[src/hw/rtl/cmfm_pkg.sv]
`timescale 1ns / 1ps

package cmfm_pkg;

  localparam int TIME_BITS_DEF = 32;
  localparam int NOW_W         = 32;
  localparam int CFG_IDX_W     = 3;
  localparam int CFG_DATA_W    = 16;

  // Register indexes on the configuration port
  localparam logic [CFG_IDX_W-1:0] REG_ROT_TIMEOUT = 3'd0;
  localparam logic [CFG_IDX_W-1:0] REG_MAT_TIMEOUT = 3'd1;
  localparam logic [CFG_IDX_W-1:0] REG_WORK_SPEED  = 3'd2;
  localparam logic [CFG_IDX_W-1:0] REG_ROT_ENABLE  = 3'd3;
  localparam logic [CFG_IDX_W-1:0] REG_MAT_ENABLE  = 3'd4;

  // Reset values of the registers
  localparam logic [15:0] ROT_TIMEOUT_RST = 16'd4000;
  localparam logic [15:0] MAT_TIMEOUT_RST = 16'd5000;
  localparam logic [7:0]  WORK_SPEED_RST  = 8'd0;

  // Status codes
  localparam logic [1:0] ST_OK     = 2'd0;
  localparam logic [1:0] ST_NO_ROT = 2'd1;
  localparam logic [1:0] ST_EMPTY  = 2'd2;

  // floor(x / 500) == (x * BLINK_MUL) >> BLINK_SHIFT for every 32-bit x.
  // (x mod 1000) < 500 exactly when that quotient is even.
  localparam int          BLINK_MUL_W = 29;
  localparam logic [28:0] BLINK_MUL   = 29'h10624DD3;
  localparam int          BLINK_SHIFT = 37;
  localparam int          BLINK_PROD_W = NOW_W + BLINK_MUL_W;

  typedef struct packed {
    logic [15:0] rotation_timeout_ms;
    logic [15:0] material_timeout_ms;
    logic [7:0]  work_speed;
    logic        rotation_check_enable;
    logic        material_check_enable;
  } cfg_t;

  typedef struct packed {
    logic [NOW_W-1:0] now_ms;
    logic [15:0]      rotation_freq;
    logic             conveyor_on;
    logic [7:0]       vehicle_speed;
    logic [3:0]       spread_width;
    logic [15:0]      spread_density;
    logic             pto_on;
    logic             clutch_engaged;
    logic             material_flag;
    logic             dump_on;
  } item_t;

  typedef struct packed {
    logic [1:0] status;
    logic [1:0] icon;
    logic       status_changed;
  } res_t;

endpackage

[src/hw/rtl/cmfm_cfg_regs.sv]
`timescale 1ns / 1ps

module cmfm_cfg_regs (
  input  logic                              clk,
  input  logic                              rst,
  input  logic                              wr_en,
  input  logic [cmfm_pkg::CFG_IDX_W-1:0]    wr_index,
  input  logic [cmfm_pkg::CFG_DATA_W-1:0]   wr_data,
  output cmfm_pkg::cfg_t                    cfg
);

  always_ff @(posedge clk) begin
    if (rst) begin
      cfg.rotation_timeout_ms   <= cmfm_pkg::ROT_TIMEOUT_RST;
      cfg.material_timeout_ms   <= cmfm_pkg::MAT_TIMEOUT_RST;
      cfg.work_speed            <= cmfm_pkg::WORK_SPEED_RST;
      cfg.rotation_check_enable <= 1'b1;
      cfg.material_check_enable <= 1'b1;
    end else if (wr_en) begin
      unique case (wr_index)
        cmfm_pkg::REG_ROT_TIMEOUT: cfg.rotation_timeout_ms   <= wr_data;
        cmfm_pkg::REG_MAT_TIMEOUT: cfg.material_timeout_ms   <= wr_data;
        cmfm_pkg::REG_WORK_SPEED:  cfg.work_speed            <= wr_data[7:0];
        cmfm_pkg::REG_ROT_ENABLE:  cfg.rotation_check_enable <= wr_data[0];
        cmfm_pkg::REG_MAT_ENABLE:  cfg.material_check_enable <= wr_data[0];
        default: ;  // drop writes to unmapped indexes
      endcase
    end
  end

endmodule

[src/hw/rtl/cmfm_core.sv]
`timescale 1ns / 1ps

module cmfm_core #(
  parameter int TIME_BITS = cmfm_pkg::TIME_BITS_DEF
) (
  input  logic            clk,
  input  logic            rst,
  input  logic            fire,
  input  cmfm_pkg::cfg_t  cfg,
  input  cmfm_pkg::item_t item,
  output cmfm_pkg::res_t  res
);

  localparam int NW = cmfm_pkg::NOW_W;
  localparam logic [NW-1:0] NOW_MASK =
    (TIME_BITS >= NW) ? {NW{1'b1}} : NW'((64'd1 << TIME_BITS) - 64'd1);

  logic [TIME_BITS-1:0] rot_stamp;
  logic [TIME_BITS-1:0] dump_stamp;
  logic [TIME_BITS-1:0] mat_stamp;
  logic [1:0]           last_status;
  logic                 last_valid;

  logic [TIME_BITS+NW-1:0] now_wide;
  logic [TIME_BITS-1:0]    now_t;
  logic [NW-1:0]           now_m;
  logic [TIME_BITS-1:0]    age_rot, age_dump, age_mat;
  logic [TIME_BITS-1:0]    rto, mto;
  logic rotating, slow, width_zero, density_zero, idle_conv, run_conv;
  logic rot_refresh, dump_refresh, mat_refresh;
  logic rot_stale, dump_stale, mat_stale, no_rot;
  logic [cmfm_pkg::BLINK_PROD_W-1:0] blink_prod;
  logic [1:0] status;

  assign now_wide = {{TIME_BITS{1'b0}}, item.now_ms};
  assign now_t    = now_wide[TIME_BITS-1:0];
  assign now_m    = item.now_ms & NOW_MASK;

  assign rotating     = (item.rotation_freq != '0);
  assign slow         = (item.vehicle_speed == '0) || (cfg.work_speed >= item.vehicle_speed);
  assign width_zero   = (item.spread_width == '0);
  assign density_zero = (item.spread_density == '0);
  assign idle_conv    = !rotating && item.conveyor_on;
  assign run_conv     = rotating && item.conveyor_on;

  // Refresh rules: the sensor cannot or need not be judged on this word
  assign rot_refresh = !idle_conv || slow || width_zero || !cfg.rotation_check_enable ||
                       (item.pto_on && !item.clutch_engaged);
  assign dump_refresh = !(!rotating && item.dump_on) || !cfg.rotation_check_enable;

  always_comb begin
    if (run_conv) begin
      mat_refresh = !item.material_flag || !cfg.material_check_enable;
    end else if (idle_conv) begin
      mat_refresh = slow || density_zero ||
                    (!cfg.rotation_check_enable && !item.material_flag) ||
                    (item.material_flag && !cfg.material_check_enable);
    end else begin
      mat_refresh = 1'b1;
    end
  end

  assign age_rot  = now_t - rot_stamp;
  assign age_dump = now_t - dump_stamp;
  assign age_mat  = now_t - mat_stamp;
  assign rto      = TIME_BITS'(cfg.rotation_timeout_ms);
  assign mto      = TIME_BITS'(cfg.material_timeout_ms);

  // A refreshed stamp has age zero and is never stale
  assign rot_stale  = !rot_refresh && (age_rot > rto);
  assign dump_stale = item.dump_on && !dump_refresh && (age_dump > rto);
  assign no_rot     = rot_stale || dump_stale;
  assign mat_stale  = item.material_flag && !mat_refresh && (age_mat > mto);

  always_comb begin
    priority if (no_rot) begin
      status = cmfm_pkg::ST_NO_ROT;
    end else if (mat_stale) begin
      status = cmfm_pkg::ST_EMPTY;
    end else begin
      status = cmfm_pkg::ST_OK;
    end
  end

  assign blink_prod = cmfm_pkg::BLINK_PROD_W'(now_m) *
                      cmfm_pkg::BLINK_PROD_W'(cmfm_pkg::BLINK_MUL);

  always_comb begin
    res.status         = status;
    res.status_changed = !last_valid || (status != last_status);
    if ((status == cmfm_pkg::ST_EMPTY) && !blink_prod[cmfm_pkg::BLINK_SHIFT]) begin
      res.icon = cmfm_pkg::ST_OK;
    end else begin
      res.icon = status;
    end
  end

  always_ff @(posedge clk) begin
    if (rst) begin
      rot_stamp   <= '0;
      dump_stamp  <= '0;
      mat_stamp   <= '0;
      last_status <= cmfm_pkg::ST_OK;
      last_valid  <= 1'b0;
    end else if (fire) begin
      if (rot_refresh) begin
        rot_stamp <= now_t;
      end
      if (dump_refresh) begin
        dump_stamp <= now_t;
      end
      if (mat_refresh || no_rot) begin
        mat_stamp <= now_t;
      end
      last_status <= status;
      last_valid  <= 1'b1;
    end
  end

endmodule

[src/hw/rtl/conveyor_material_fault_monitor_unit.sv]
`timescale 1ns / 1ps

// Conveyor and material fault monitor. Each input word is a sensor snapshot
// stamped with a wrapping millisecond time; the block answers every word with
// exactly one result word: status (0 ok, 1 no rotation, 2 material empty), a
// display icon that blinks empty to ok while now_ms mod 1000 is below 500,
// and status_changed, set on the first result after reset and whenever the
// status differs from the previous one. Three last-healthy stamps (rotation,
// dump, material) live in the evaluation stage; a stamp is refreshed whenever
// its sensor cannot or need not be judged, and a fault needs its age, taken
// unsigned modulo 2^TIME_BITS, strictly above the configured timeout. Words
// go through an input register and a result register, so one word is
// accepted every clock while the output is not stalled; out_valid rises once
// a word has passed the input register and been evaluated into the result
// register. The result register sits between the two channels, and the
// input stalls only while both registers are full and the output is stalled.
// The stamp update is the loop that sets this rate: it closes through three
// subtract-and-compare paths; the blink multiplier sits beside that loop and
// only feeds the icon. Write configuration only while the block is idle;
// cfg_ready is always high and writes to unmapped indexes are dropped.

module conveyor_material_fault_monitor_unit #(
  parameter int TIME_BITS = cmfm_pkg::TIME_BITS_DEF
) (
  input  logic                            clk,
  input  logic                            rst,
  // configuration write channel
  input  logic                            cfg_valid,
  output logic                            cfg_ready,
  input  logic [cmfm_pkg::CFG_IDX_W-1:0]  cfg_index,
  input  logic [cmfm_pkg::CFG_DATA_W-1:0] cfg_data,
  // input channel
  input  logic                            in_valid,
  output logic                            in_stall,
  input  logic [cmfm_pkg::NOW_W-1:0]      now_ms,
  input  logic [15:0]                     rotation_freq,
  input  logic                            conveyor_on,
  input  logic [7:0]                      vehicle_speed,
  input  logic [3:0]                      spread_width,
  input  logic [15:0]                     spread_density,
  input  logic                            pto_on,
  input  logic                            clutch_engaged,
  input  logic                            material_flag,
  input  logic                            dump_on,
  // output channel
  output logic                            out_valid,
  input  logic                            out_stall,
  output logic [1:0]                      status,
  output logic [1:0]                      icon,
  output logic                            status_changed
);

  cmfm_pkg::cfg_t  cfg;
  cmfm_pkg::item_t item;
  cmfm_pkg::res_t  res_next;
  logic            item_valid;
  logic            out_free;
  logic            fire;
  logic            in_take;

  assign cfg_ready = 1'b1;

  cmfm_cfg_regs u_cfg (
    .clk      (clk),
    .rst      (rst),
    .wr_en    (cfg_valid && cfg_ready),
    .wr_index (cfg_index),
    .wr_data  (cfg_data),
    .cfg      (cfg)
  );

  // The result register can take a new word when empty or being drained.
  assign out_free = !out_valid || !out_stall;
  assign fire     = item_valid && out_free;
  assign in_stall = item_valid && !out_free;
  assign in_take  = in_valid && !in_stall;

  // Input register: load on accept, clear once its word moves on.
  always_ff @(posedge clk) begin
    if (rst) begin
      item_valid <= 1'b0;
    end else if (in_take) begin
      item_valid <= 1'b1;
    end else if (fire) begin
      item_valid <= 1'b0;
    end
  end

  always_ff @(posedge clk) begin
    if (in_take) begin
      item.now_ms         <= now_ms;
      item.rotation_freq  <= rotation_freq;
      item.conveyor_on    <= conveyor_on;
      item.vehicle_speed  <= vehicle_speed;
      item.spread_width   <= spread_width;
      item.spread_density <= spread_density;
      item.pto_on         <= pto_on;
      item.clutch_engaged <= clutch_engaged;
      item.material_flag  <= material_flag;
      item.dump_on        <= dump_on;
    end
  end

  cmfm_core #(
    .TIME_BITS (TIME_BITS)
  ) u_core (
    .clk  (clk),
    .rst  (rst),
    .fire (fire),
    .cfg  (cfg),
    .item (item),
    .res  (res_next)
  );

  // Result register: hold while stalled, advance when the stage fires.
  always_ff @(posedge clk) begin
    if (rst) begin
      out_valid <= 1'b0;
    end else if (out_free) begin
      out_valid <= fire;
    end
  end

  always_ff @(posedge clk) begin
    if (fire) begin
      status         <= res_next.status;
      icon           <= res_next.icon;
      status_changed <= res_next.status_changed;
    end
  end

endmodule

[config.mk]
export PLATFORM = sky130hd
export DESIGN_NAME = conveyor_material_fault_monitor_unit
export DESIGN_NICKNAME = d
export VERILOG_FILES = /design/src/hw/rtl/cmfm_pkg.sv /design/src/hw/rtl/cmfm_cfg_regs.sv /design/src/hw/rtl/cmfm_core.sv /design/src/hw/rtl/conveyor_material_fault_monitor_unit.sv
export SDC_FILE = /design/constraint.sdc
export NUM_CORES = 1
export LEC_CHECK = 0
export CAP_MARGIN = 20
export CELL_PAD_IN_SITES_DETAIL_PLACEMENT = 1
export CELL_PAD_IN_SITES_GLOBAL_PLACEMENT = 1
export CORE_MARGIN = 2
export CORE_UTILIZATION = 40
export DETAILED_ROUTE_END_ITERATION = 10
export DONT_BUFFER_PORTS = 1
export PLACE_DENSITY_LB_ADDON = 0.2
export SETUP_SLACK_MARGIN = 0.5
export SYNTH_ARGS = -nofsm -noshare
export SYNTH_HDL_FRONTEND = slang
export SYNTH_SLANG_ARGS = --single-unit
[constraint.sdc]
create_clock -name clk -period 19.9 [get_ports clk]
set_clock_uncertainty 0.05 [all_clocks]
set_input_delay 3.98 -clock clk [delete_from_list [all_inputs] [get_ports clk]]
set_output_delay 3.98 -clock clk [all_outputs]
set_load 0.005 [all_outputs]
==> metrics.md, run 1 <==
| Metric | Value |
|---|---|
| Main flop type after synthesis | `dfxtp_1` |
| Most common cell in the netlist | `inv_1` |
| Worst setup EP type | `output port` |
| First-pass GRT wire length | `114 mm` |
| Nets | `3,395` |
| CTS Root Buffer Type | `clkbuf_16` |
| Synth area leader | `ha_1` |
| Clock sinks | `roughly 230` |
| Worst EP required | `15.87 ns` |
| Worst-path cell chain | `and3_1` |
| Ranking of synthesized cells by area | `ha_1 (20%), fa_1 (19%), dfxtp_1 (12%)` |
| Die X-Extent | `251 um` |
| Dpl hpwl | `56.3 mm` |
| Final ANT Viol Nets | `0` |
| Post-layout util | `43.8%` |
| Sequential area share after synthesis | `22.4%` |
| Clock transition at the registers of the reported paths | `0.06 ns` |
| Met3 routed WL | `3.22 mm` |
| Die area | `0.0629 mm2` |
| Post-layout min period | `8.27 ns` |
| Synth async-reset ratio | `0%` |
| Levels on crit path | `1` |
| Slew margin rel. | `25.2%` |
| Skew-Pair Late Insertion Delay | `approximately 0.6 ns` |
| GRT Util Overall | `23.4%` |
| Tcrit/Tclk final | `41.5%` |
| Vias | `18.6k` |
| Startpoint types | `primary input` |
| Worst path arrival time | `around 4.2 ns` |
| Vias per inst | `5.37` |
| GRT overflow | `0` |
| Routability-driven placement congestion ratio | `0.879` |
| Setup-failing EPs final | `0` |
| Rows | `90` |
| FF-to-FF setup slack | `12.63 ns` |
| TritonRoute pass-1 iters | `5` |
| Number of max-slew violations in the final report | `0` |
| Syn Area/Cell | `9.16 um2` |
| Initial antenna violation count | `9` |
| 1st-iter DRT viols | `933` |
| Gate count after technology mapping | `2,658` |
| Syn. warnings | `0` |
| Fmax | `121 MHz` |
| Critical path's slowest cell | `and3_1` |
| # IOs | `113` |
| Drt drc | `0` |
| Fin area | `roughly 0.026 mm2` |
| Synth top cells by count | `inv_1 (503), ha_1 (397), nand2_1 (280)` |
| Vias in the first global route | `20.4k` |
| Maximum vdd drop | `205 uV` |
| Design Power | `0.00389 W` |
| Max Buffers Root-to-Sink | `3` |
| Post-synth EDFFs | `86` |
| Synth-to-Final Area Change | `8.26%` |
| Area of the mapped netlist | `0.0244 mm2` |
| Port Buffer Count | `0` |
| FF-to-FF path depth | `21` |
| Setup Buffers After CTS | `0` |
| Cts hold-fix bufs | `0` |
| Drt wl/cell | `around 21 um` |
| CP peak stage delay | `roughly 0.25 ns` |
| Dpl cell area | `0.0253 mm2` |
| Hold_ws | `0.400 ns` |
| Layout fillers | `slightly below 7k` |
| Final hold viol count | `0` |
| P per Cell Area | `approximately 150 mW/mm2` |
| Net Count, Synth | `3,395` |
| Worst hold path type | `flip-flop to flip-flop` |
| Post-synth top area share | `20.4%` |
| Pin count of the biggest net entering global routing | `144` |
| WHS Path Cells | `2` |
| Outcome | `finished clean` |
| CTS tree | `yes` |
| Total CTS buffers | `28` |
| Starting density of the core | `40.4%` |
| Buf/Inv on CP | `0` |
| WL met2 | `34.2 mm` |
| Top Layer Used | `met5` |
| Top delay family on crit path | `simple AND/OR/NAND/NOR gates` |
| Crit Path Class | `primary input to output port` |
| Critical-path maximum fanout | `3` |
| Yosys reg bits | `about 230` |
| Leakage | `11.9 nW` |
| Routed WL | `72.4 mm` |
| Max Cap Viol | `0` |
| RSZ-0062 raised after global routing | `false` |
| CTS H-tree depth | `1` |
| Share of layout cells above drive strength 1 | `3.92%` |
| Yosys cell types | `approximately 80` |
| Sum Neg Setup Slack | `0 ns` |
| Post-cts resize count | `0` |
| Core Area | `0.0602 mm2` |
| Slew @ Worst Pin | `1.12 ns` |
| Die height | `approximately 250 um` |
| Metal1 wirelength | `33.4 mm` |
-- layer usage --
metal,vias up,GRT usage [%]
li1,8891,-
met1,9336,31.3
met2,290,39.8
met3,89,4.18
met4,12,4.35
met5,-,0
-- worst paths after layout --
path                                                   startpoint                           endpoint
worst max-delay path                                    out_stall                           in_stall
worst min-delay path            u_core.dump_stamp[2]$_SDFFE_PP0P_  u_core.dump_stamp[2]$_SDFFE_PP0P_
worst max register to register                 item[57]$_DFFE_PP_              icon[1]$_SDFFCE_PP0P_
worst min register to register  u_core.dump_stamp[2]$_SDFFE_PP0P_  u_core.dump_stamp[2]$_SDFFE_PP0P_
-- per-stage QoR --
step                      setup slack [ns]  std cells
after detailed placement             11.63       3408
after global placement               11.65       3408
after global routing                 11.62       3465
final                                11.63       3465
after floorplan                      11.52       2658
after CTS                            11.63       3460
-- area by class of cell --
cell class / instances / area, um2 / share of cell area (%)
inverters: 503 / 1890 / 7.16
well taps: 782 / 978 / 3.71
clock buffers: 32 / 736 / 2.79
flip-flops and latches: 229 / 5450 / 20.6
clock inverters: 20 / 267 / 1.01
multi-input cells: 1863 / 16800 / 63.7
repair buffers: 33 / 259 / 0.982
diodes: 3 / 7.51 / 0.0285
-- kinds of logic after synthesis --
kind of cell	synth area share, %
xor+xnor	3.49
buf+inv	8.84
fa+ha+maj	39.7
simple gates	10.9
flops	22.4
compound gates	13.1
other cells	0.0154
mux	1.65
-- state kept, by name, indices dropped and copies added, names as in the netlist, 2 cells and up --
signal and count:
status 2, u_cfg.cfg 42, icon 2, item 81, u_core.dump_stamp 32, u_core.mat_stamp 32
u_core.last_status 2, u_core.rot_stamp 32
-- power breakdown --
group / total (W) / internal (W) / switching [W]
clock network: 0.000548 / 0.000323 / 0.000225
registers: 0.000528 / 0.000512 / 0.0000158
logic: 0.00281 / 0.00123 / 0.00158
-- layout by cell type (no fill, tap or decap), drive strengths merged, types with 39 or more instances in the layout --
master	Yosys	layout
a21oi	216	216
inv	503	506
mux2i	39	39
xnor2	64	64
edfxtp	86	86
ha	397	397
nor2	138	138
nand2	281	281
dfxtp	143	143
o21ai	67	67
fa	235	235
a21o	46	46
Power figures use the tool's default switching activity.
==> run 2: changes to the inputs <==
Clock period 19.9 ns to 8.46 ns, I/O delays scaled along.
==> metrics.md, run 2 (synthesis results as in run 1) <==
| Metric | Value |
|---|---|
| Dpl hpwl | `62.8 mm` |
| Rows | `90` |
| Number of max-slew violations in the final report | `0` |
| Worst EP required | `8.83 ns` |
| TritonRoute pass-1 iters | `5` |
| Port Buffer Count | `0` |
| Cts hold-fix bufs | `0` |
| Vias in the first global route | `approximately 21k` |
| Fmax | `139 MHz` |
| Vias | `19.0k` |
| Leading cell type in the layout, fill and taps excluded | `inv_1` |
| Synth-to-Final Area Change | `8.21%` |
| Fin area | `0.0264 mm2` |
| Skew-Pair Late Insertion Delay | `0.58 ns` |
| Setup Buffers After CTS | `0` |
| Nets | `approximately 3.4k` |
| GRT Util Overall | `roughly a quarter` |
| Die height | `about 250 um` |
| Clock transition at the registers of the reported paths | `roughly 0.06 ns` |
| Share of layout cells above drive strength 1 | `4.09%` |
| Biggest register | `item` |
| Die X-Extent | `251 um` |
| Startpoint types | `flip-flop` |
| CTS tree | `yes` |
| # IOs | `113` |
| Routability-driven placement congestion ratio | `just over 0.9` |
| Starting density of the core | `between 40% and 50%` |
| 1st-iter DRT viols | `1,113` |
| Final ANT Viol Nets | `0` |
| Worst path arrival time | `~7.6 ns` |
| Crit Path Class | `flip-flop to flip-flop` |
| Leakage | `roughly 12 nW` |
| Worst setup EP type | `flip-flop` |
| Max Cap Viol | `0` |
| Core Area | `about 0.06 mm2` |
| Die area | `0.0629 mm2` |
| Clock sinks | `around 230` |
| Largest registers | `item x81, u_cfg.cfg x42` |
| Sum Neg Setup Slack | `0 ns` |
| P per Cell Area | `343 mW/mm2` |
| Tcrit/Tclk final | `85.2%` |
| Dpl cell area | `~0.025 mm2` |
| GRT overflow | `0` |
| Most frequent cells in the layout | `inv_1 (503), ha_1 (397), nand2_1 (280)` |
| Pin count of the biggest net entering global routing | `144` |
| Max reg flops | `81` |
| Slew @ Worst Pin | `roughly 1.1 ns` |
| Post-layout min period | `7.21 ns` |
| Drt wl/cell | `22.2 um` |
| Routed WL | `77.2 mm` |
| Total CTS buffers | `27` |
| Maximum vdd drop | `495 uV` |
| CTS Root Buffer Type | `clkbuf_16` |
| Setup-failing EPs final | `0` |
| Critical-path maximum fanout | `13` |
| Initial antenna violation count | `10` |
| Vias per inst | `5.46` |
| Post-cts resize count | `0` |
| Worst hold path type | `flip-flop to flip-flop` |
| RSZ-0062 raised after global routing | `false` |
| Outcome | `finished clean` |
| CTS H-tree depth | `1` |
| Max Buffers Root-to-Sink | `3` |
| Final hold viol count | `0` |
| Drt drc | `0` |
| Slew margin rel. | `27.7%` |
| First-pass GRT wire length | `121 mm` |
run 2: cell count changes in the layout (fill, tap and decap cells not counted), sizes merged:
cell,delta
clkbuf,+3
clkinvlp,-4
buf,+9
bufinv,-1
diode,+2
run 2: area by class of cell:
class / instances / area (um2)
well taps: 782 / 978
diodes: 5 / 12.5
inverters: 503 / 1890
clock inverters: 15 / 183
clock buffers: 35 / 746
multi-input cells: 1863 / 16800
repair buffers: 42 / 315
flip-flops and latches: 229 / 5450
fillers: 7006 / 33900
run 2: layer usage:
layer / up-vias / share of wire, % / routed length (um) / track usage, %
met2: 324 / 47 / 36600 / 42.0
met1: 9666 / 46 / 35200 / 34.1
met5: - / 0.12 / 90 / 0
met3: 77 / 5.4 / 4140 / 4.32
met4: 12 / 1.4 / 1090 / 3.70
li1: 8904 / - / - / -
run 2: final timing paths:
check / start / end / slack (ns) / cells past startpoint
setup reg to reg: item[57]$_DFFE_PP_ / icon[1]$_SDFFCE_PP0P_ / 1.25 / 20
setup / recovery: item[57]$_DFFE_PP_ / icon[1]$_SDFFCE_PP0P_ / 1.25 / 20
hold / removal: u_cfg.cfg[2]$_SDFFE_PP0P_ / u_cfg.cfg[2]$_SDFFE_PP0P_ / 0.40 / 2
hold reg to reg: u_cfg.cfg[2]$_SDFFE_PP0P_ / u_cfg.cfg[2]$_SDFFE_PP0P_ / 0.40 / 2
run 2: worst max-delay path, cell delays in order (launching register included):
cell and delay (ns):
edfxtp_1 0.93, ha_1 0.42, fa_1 0.46, fa_1 0.55
inv_1 0.05, fa_1 0.49, inv_1 0.05, fa_1 0.49
inv_1 0.05, fa_1 0.47, inv_1 0.05, fa_1 0.56
fa_1 0.43, ha_1 0.32, nand4_1 0.09, nand2_1 0.09
a21oi_1 0.10, o31a_1 0.32, o41ai_1 0.48, mux2_2 0.43
a21boi_1 0.14
run 2: power by group:
group          total, W  switching [W]  internal (W)
Clock           0.00124       0.000522      0.000720
Combinational   0.00654        0.00368       0.00286
Sequential      0.00126      0.0000540       0.00121
Total           0.00904        0.00426       0.00478
run 2: metrics by stage:
step / utilization (%) / power (W) / instances / setup WS [ns] / hold slack, ns
6_report: 43.8 / 0.00904 / 3474 / 1.25 / 0.403
5_1_grt: 43.7 / 0.0102 / 3469 / 1.03 / 0.418
4_1_cts: 43.7 / 0.00923 / 3469 / 1.15 / 0.400
3_5_place_dp: 42.2 / 0.00794 / 3419 / 1.17 / 0.391
3_3_place_gp: 42.2 / 0.00757 / 3419 / 1.32 / 0.387
2_1_floorplan: - / 0.00601 / 2658 / 2.08 / 0.386
